`src/rtl/prim_minimum_spanning_tree_top_defines.svh`:
```
// Assertion macros shared by the spanning tree engine.
// Depends on clk_i and rst_ni being visible where the macros are used.
`ifndef PRIM_MINIMUM_SPANNING_TREE_TOP_DEFINES_SVH
`define PRIM_MINIMUM_SPANNING_TREE_TOP_DEFINES_SVH

// Same-cycle implication, checked out of reset.
`define PMST_ASSERT_NOW(lbl, ante, cons) \
  lbl: assert property (@(posedge clk_i) disable iff (!rst_ni) (ante) |-> (cons)) \
    else $error("prim_mst check failed");

// Next-cycle implication, checked out of reset.
`define PMST_ASSERT_NEXT(lbl, ante, cons) \
  lbl: assert property (@(posedge clk_i) disable iff (!rst_ni) (ante) |=> (cons)) \
    else $error("prim_mst check failed");

`endif

```
`src/rtl/prim_mst_pkg.sv`:
```
// Types and constants of the spanning tree engine.
// No dependencies.
package prim_mst_pkg;
  localparam int unsigned NumVert = 16;
  localparam int unsigned VertW = 4;
  localparam int unsigned WeightW = 16;
  localparam int unsigned CountW = 5;
  localparam int unsigned PairW = 2 * VertW;
  localparam int unsigned NumPair = NumVert * NumVert;

  typedef enum logic [1:0] {
    OP_ADD   = 2'd0,
    OP_RUN   = 2'd1,
    OP_CLEAR = 2'd2
  } op_e;

  typedef enum logic [2:0] {
    ST_IDLE,
    ST_ADD2,
    ST_SCAN,
    ST_DRAIN,
    ST_DECIDE
  } state_e;

  typedef struct packed {
    logic                      start;
    logic                      restart;
    logic                      valid;
    logic [VertW-1:0]          v;
    logic                      present;
    logic                      in_tree;
    logic [VertW-1:0]          cur;
    logic signed [WeightW-1:0] w;
  } scan_ctl_t;

  typedef struct packed {
    logic                      found;
    logic [VertW-1:0]          pick;
    logic [VertW-1:0]          parent;
    logic signed [WeightW-1:0] key;
  } pick_t;
endpackage

```
`src/rtl/prim_mst_keys.sv`:
```
// Per-vertex best key and parent store with the running minimum search.
// Depends on prim_mst_pkg.
module prim_mst_keys import prim_mst_pkg::*; (
  input  logic      clk_i,
  input  logic      rst_ni,
  input  scan_ctl_t ctl_i,
  output pick_t     pick_o
);
  logic signed [WeightW-1:0] key_mem [NumVert];
  logic [VertW-1:0]          parent_mem [NumVert];
  logic [NumVert-1:0]        key_set_q, key_set_d;
  pick_t                     pick_q, pick_d;
  logic signed [WeightW-1:0] key_rd, new_key;
  logic [VertW-1:0]          par_rd, new_par;
  logic                      set_rd, cand, upd, elig;

  always_comb begin
    key_rd  = key_mem[ctl_i.v];
    par_rd  = parent_mem[ctl_i.v];
    set_rd  = key_set_q[ctl_i.v];
    cand    = ctl_i.valid && !ctl_i.in_tree && ctl_i.present;
    upd     = cand && (!set_rd || (ctl_i.w < key_rd));
    new_key = upd ? ctl_i.w : key_rd;
    new_par = upd ? ctl_i.cur : par_rd;
    elig    = ctl_i.valid && !ctl_i.in_tree && (set_rd || cand);
    key_set_d = key_set_q;
    if (ctl_i.start) begin
      key_set_d = '0;
    end else if (upd) begin
      key_set_d[ctl_i.v] = 1'b1;
    end
    pick_d = pick_q;
    if (ctl_i.start || ctl_i.restart) begin
      pick_d.found = 1'b0;
    end else if (elig && (!pick_q.found || (new_key < pick_q.key))) begin
      pick_d.found  = 1'b1;
      pick_d.pick   = ctl_i.v;
      pick_d.parent = new_par;
      pick_d.key    = new_key;
    end
  end

  always_ff @(posedge clk_i or negedge rst_ni) begin
    if (!rst_ni) begin
      key_set_q <= '0;
      pick_q    <= '0;
    end else begin
      key_set_q <= key_set_d;
      pick_q    <= pick_d;
    end
  end

  always_ff @(posedge clk_i) begin
    if (upd) begin
      key_mem[ctl_i.v]    <= ctl_i.w;
      parent_mem[ctl_i.v] <= ctl_i.cur;
    end
  end

  assign pick_o = pick_q;
endmodule
```
`config.mk`:
```
export PLATFORM = sky130hd
export DESIGN_NAME = prim_mst_keys
export DESIGN_NICKNAME = d
export VERILOG_FILES = /design/src/rtl/prim_minimum_spanning_tree_top_defines.svh /design/src/rtl/prim_mst_pkg.sv /design/src/rtl/prim_mst_keys.sv
export SDC_FILE = /design/constraint.sdc
export NUM_CORES = 1
export LEC_CHECK = 0
export BUFFER_PORTS_ARGS = -buffer_cell sky130_fd_sc_hd__buf_4
export CAP_MARGIN = 10
export CORE_MARGIN = 5
export CORE_UTILIZATION = 40
export DETAILED_ROUTE_END_ITERATION = 6
export GPL_TIMING_DRIVEN = 1
export HOLD_SLACK_MARGIN = 0.05
export PLACE_DENSITY = 0.6
export SLEW_MARGIN = 20
export SYNTH_ARGS = -nofsm -noshare
export SYNTH_HDL_FRONTEND = slang
export SYNTH_SLANG_ARGS = --single-unit
```
`constraint.sdc`:
```
create_clock -name clk_i -period 7.2 [get_ports clk_i]
set_input_delay 0.36 -clock clk_i [delete_from_list [all_inputs] [get_ports clk_i]]
set_output_delay 0.36 -clock clk_i [all_outputs]
set_load 0.05 [all_outputs]
```
# == Yosys cells after proc, flatten, opt, wreduce, memory -nomap -nowiden ==
# Memory sizes are Yosys's and may differ from the RTL's.
# Cells that the tools add are included.
# classes
magnitude_cmp,4
n_mux,12
bitwise,2
n_reduce_logical,16
# ops
op,n
$mux W16,3
$lt A16 B16 Y1,2
$mux W25,1
$or A16 B16 Y16,1
$logic_and A1 B1 Y1,6
$lt A4 B5 Y1 const B,1
$mux W1,5
$bmux W1 S4,1
$demux W1 S4,1
$ge A4 B1 Y1 const B,1
$logic_or A1 B1 Y1,4
$mux W4,1
$reduce_bool A2 Y1,2
$logic_not A1 Y1,3
$reduce_and A2 Y1,1
$not A1 Y1,1
# totals
ff_bits,41
mem_bits_rw,320
output_inout_bits,25
n_memories,2
# memory_table
memory,words,width,rd,rd_clocked_by_memory_dff,wr,line_no,source
key_mem,16,16,1,0,1,prim_mst_keys.sv:9,logic signed [WeightW-1:0] key_mem [NumVert];
parent_mem,16,4,1,0,1,prim_mst_keys.sv:10,logic [VertW-1:0] parent_mem [NumVert];

# == Longest topological paths before layout ==
# logic_depth
word_depth,11
depth_mapped,26
depth_no_buf,20

# == Worst setup path after synthesis ==
# OpenSTA, ideal clock, no wires.
# synth_path
path_type,input -> register
from,in ctl_i[22] (netlist bit)
to,"reg pick_q, in the netlist pick_o[10]"
setup_time_ns,0.127
t_arrival_ns,5.913
required_time_ns,7.073
setup_slack_ns,1.159
cell_stages,25
path_buffers,6
cell_sequence,buf_2 buf_2 buf_2 mux4_2 mux4_2 inv_1 ha_1 a21o_1 a211oi_1 nor4b_1 o41a_1 a31o_2 buf_2 clkbuf_1 o21ai_0 ha_1 a21o_1 a21o_1 a21oi_1 nand3_1 nor2_1 a2111oi_0 a21oi_4 buf_6 mux2_1
# synth_via
elab_chain_len,10
# synth_rtl
element,line_no,source
start: declaration,prim_mst_keys.sv:6,"input scan_ctl_t ctl_i,"
branches (longest 5 deep; another with $mem_v2 Z16 W16),-,
$mux W16 (*),prim_mst_keys.sv:23,new_key = upd ? ctl_i.w : key_rd;
named net new_key[5],prim_mst_keys.sv:13,"logic signed [WeightW-1:0] key_rd, new_key;"
$lt A16 B16 Y1 (*),prim_mst_keys.sv:35,end else if (elig && (!pick_q.found || (new_key < pick_q.key))) begin
$logic_or A1 B1 Y1 (*),prim_mst_keys.sv:35,
$logic_and A1 B1 Y1 (*),prim_mst_keys.sv:35,
$reduce_and A2 Y1 (no line) (*),-,
end signal: assignment,prim_mst_keys.sv:49,pick_q <= pick_d;
end: declaration,prim_mst_keys.sv:12,"pick_t pick_q, pick_d;"
# Mark *: on every way through the listed nets, which the timed path passes. The select of a mux whose other input is x is not followed.
# A chain may end at the register's enable or synchronous reset.

# == Worst setup path after layout ==
# layout_path
from,in ctl_i[23] (netlist bit)
to,"reg pick_q, in the netlist pick_o[16]"
# The elaborated chain is that of the path after synthesis.

==> out/summary.txt <==
Status = completed
Die width = 203 microns
Worst Setup End Kind = register
CP bufs+invs = 3
Final period utilization = 84.6%
Crit-path leading delay family = compound AO/OA/AOI/OAI gates
Worst slew pin tran = 988 ps
Post-Synthesis Cells = 767
Fin util = 46.9%
CP arrival = 6490 ps
Die height = 203 microns
IR drop worst, VDD = 0.145 mV
Max Clock Skew = 18.6 ps
Post-route ant nets = 0
Number of flops mapped to enable cells by yosys = 320
Post-synth top cells = 320 x edfxtp_1, 100 x mux4_2, 41 x dfrtp_1
Setup violations, final = 0
Die area = 0.0412 sq mm
Ports = 56
Cell Chain, Critical Path = buf_4 -> mux4_2 -> mux4_2 -> inv_1 -> ha_1 -> a21o_1 -> a211oi_1 -> nor4b_1 -> o41a_1 -> a31o_2 -> o21ai_0 -> ha_1 -> a21o_1 -> a21o_1 -> a21oi_1 -> nand3_1 -> nor2_1 -> a2111oi_0 -> a21oi_4 -> buf_4 -> mux2_1
Critical path's slowest cell = buf_4
CTS tree = done
Final WL = 33900 microns
Syn-to-layout area delta = 15.6%
Placeable Area = 0.0367 sq mm
WHS = 120 ps
Fmax = 164 MHz
Vias per cell = 5.56
PD cells = 282 mW/mm^2
Seq cells post-synth = 361
Synth area leaders = edfxtp_1 65%, mux4_2 15%, dfrtp_1 6.9%
Max-slew violation count = 0
Critical path class = in2reg
Largest net degree at the start of global routing = 64
Std cell rows = 70
1st-iter DRT viols = 561
Skew-Pair Late Insertion Delay = 540 ps
Fill count = 3032
Fraction of layout cells with a size suffix above 1 = 30.2%
Reg-to-Reg Start = key_mem[3][2]
Worst hold start = ctl_i[28]
NumNets Final = 918
Reg clk slew, reported paths = 60 ps
Startpoint Class = input pin
Grt ovf = 0
Vias in the first global route = 7927
Drc violations = 0
CP Data Required Time = 7600 ps
Most common cell in the netlist = edfxtp_1
Hpwl dp = 20800 microns
Hold Path End = key_set_q[7]
Vias = 7541
Yosys warning total = 0
Reg2reg setup slack = 1280 ps
Post-Syn Area per Cell = 19.4 sq um
PostCTS Resize Cnt = 0
Multi-input logic area = 0.00397 sq mm
Async SR Flop Fraction = 11.4%
Synth cell types = 46
GRT Total Usage = 16.7%
Initial antenna violation count = 0
Critical R2R Capture = pick_o[16]
CTS Sinks = 361
Final worst path period need = 6090 ps
Headroom to the max-slew limit = 33.8%
FF+latch area = 0.0106 sq mm
Inserted Clock Buffers = 39
Biggest area consumer among synthesized cells = edfxtp_1
Top FF cell, synth = edfxtp_1
Cells on Worst Hold Path = 2
Number of port buffers = 55
Routability Congestion = 0.782
Setup Buffers After CTS = 0
Max Root-Sink Buffers = 3
Largest stage delay on the critical path = 690 ps
Synthesized netlist net count = 828
Synth top area share = 64.5%
Hold Crit Class = in2reg
Leak = 5.97 nW
RSZ-0062 raised after global routing = no
Final hold violation count = 0
R2R cell count = 20
Post-synthesis cell area = 0.0149 sq mm
Max-cap check violation count = 0
Final TNS setup = 0 ps
Sequential fraction of the synthesis area = 71.4%
H-tree levels = 2
DRT Pass-1 Iters = 5
First-pass GRT wire length = 51500 microns
CP Max Fanout = 63
CP dominant cell by count = a21o_1
Average wire per standard cell = 25.0 microns
Initial Utilization = 40.6%
Root buffer selected by CTS = clkbuf_16
==> worst max-delay path by stage <==
stage / startpoint / endpoint / slack [ps] / depth (start not counted)
5_1_grt: ctl_i[22] / pick_o[20] / 730 / 20
6_report: ctl_i[23] / pick_o[16] / 1110 / 21
3_3_place_gp: ctl_i[23] / pick_o[19] / 730 / 20
2_1_floorplan: ctl_i[22] / pick_o[10] / 1160 / 25
3_5_place_dp: ctl_i[23] / pick_o[10] / 600 / 21
4_1_cts: ctl_i[23] / pick_o[16] / 1150 / 21
==> stage by stage <==
step	setup slack, ps	total power, mW	cells	instance area [sq um]
2_1_floorplan	1160	2.80	767	14900
6_report	1110	4.85	1356	17200
4_1_cts	1150	4.90	1355	17200
3_5_place_dp	604	3.02	1283	16000
3_3_place_gp	732	3.02	1283	16000
5_1_grt	725	5.04	1355	17200
==> repair_timing <==
item                                    4_1_cts  5_1_grt
endpoints found under the setup margin        0        0
hold buffers                                  1        0
hold endpoints to repair                     41        0
==> state kept, by name, summed over array words and instances (netlist names) <==
signal / count
pick_o: 25
key_mem: 256
parent_mem: 64
key_set_q: 16
==> report_power, final <==
group	total (mW)	leakage [nW]	internal (mW)	switching [mW]
registers	2.38	3.41	2.33	0.0477
clock network	1.87	0.585	1.08	0.795
logic	0.593	1.97	0.218	0.375
total	4.85	5.97	3.63	1.22
==> per-layer routing <==
layer  wire length (microns)  track usage [%]  vias up
li1                        -                -     3280
met1                   15200             23.9     4021
met2                   16300             26.9      193
met3                    1850             3.16       47
met4                     573             3.86        0
met5                       0                0        -
==> cell type report <==
cell class | instances | share of cell area (%)
clock buffer | 47 | 6.08
inverter | 38 | 0.828
clock inverter | 24 | 0.966
multi-input combinational | 332 | 23.1
sequential | 361 | 61.8
tap | 468 | 3.40
antenna | 1 | 0.0145
timing repair buffer | 85 | 3.89
==> cells in the final DEF, fill, tap and decap left out, types with 5 or more instances in the layout <==
master / netlist / routed
edfxtp_1: 320 / 320
mux4_2: 100 / 100
buf_4: 0 / 81
dfrtp_1: 41 / 41
clkbuf_16: 0 / 40
inv_1: 38 / 38
nand2_1: 36 / 36
ha_1: 30 / 30
o21ai_0: 18 / 18
a21oi_1: 18 / 18
nor2_1: 25 / 16
mux2_1: 16 / 16
mux2i_1: 10 / 10
nor2_2: 0 / 9
clkinv_1: 0 / 9
a21o_1: 8 / 8
mux2_2: 7 / 7
clkinv_2: 0 / 6
nand3_1: 5 / 5
clkbuf_1: 14 / 5
==> cells by family (layout without fill, tap and decap cells) <==
family | Yosys count | after routing | synth area share (%)
AO/OA/AOI/OAI | 73 | 73 | 3.27
adder cells (fa/ha/maj) | 30 | 30 | 2.52
buffers and inverters | 74 | 194 | 2.19
flip-flops | 361 | 361 | 71.4
multiplexers | 133 | 133 | 17.5
other | 0 | 1 | 0
AND/OR/NAND/NOR | 96 | 96 | 3.06
(Power assumes the default switching activity.)
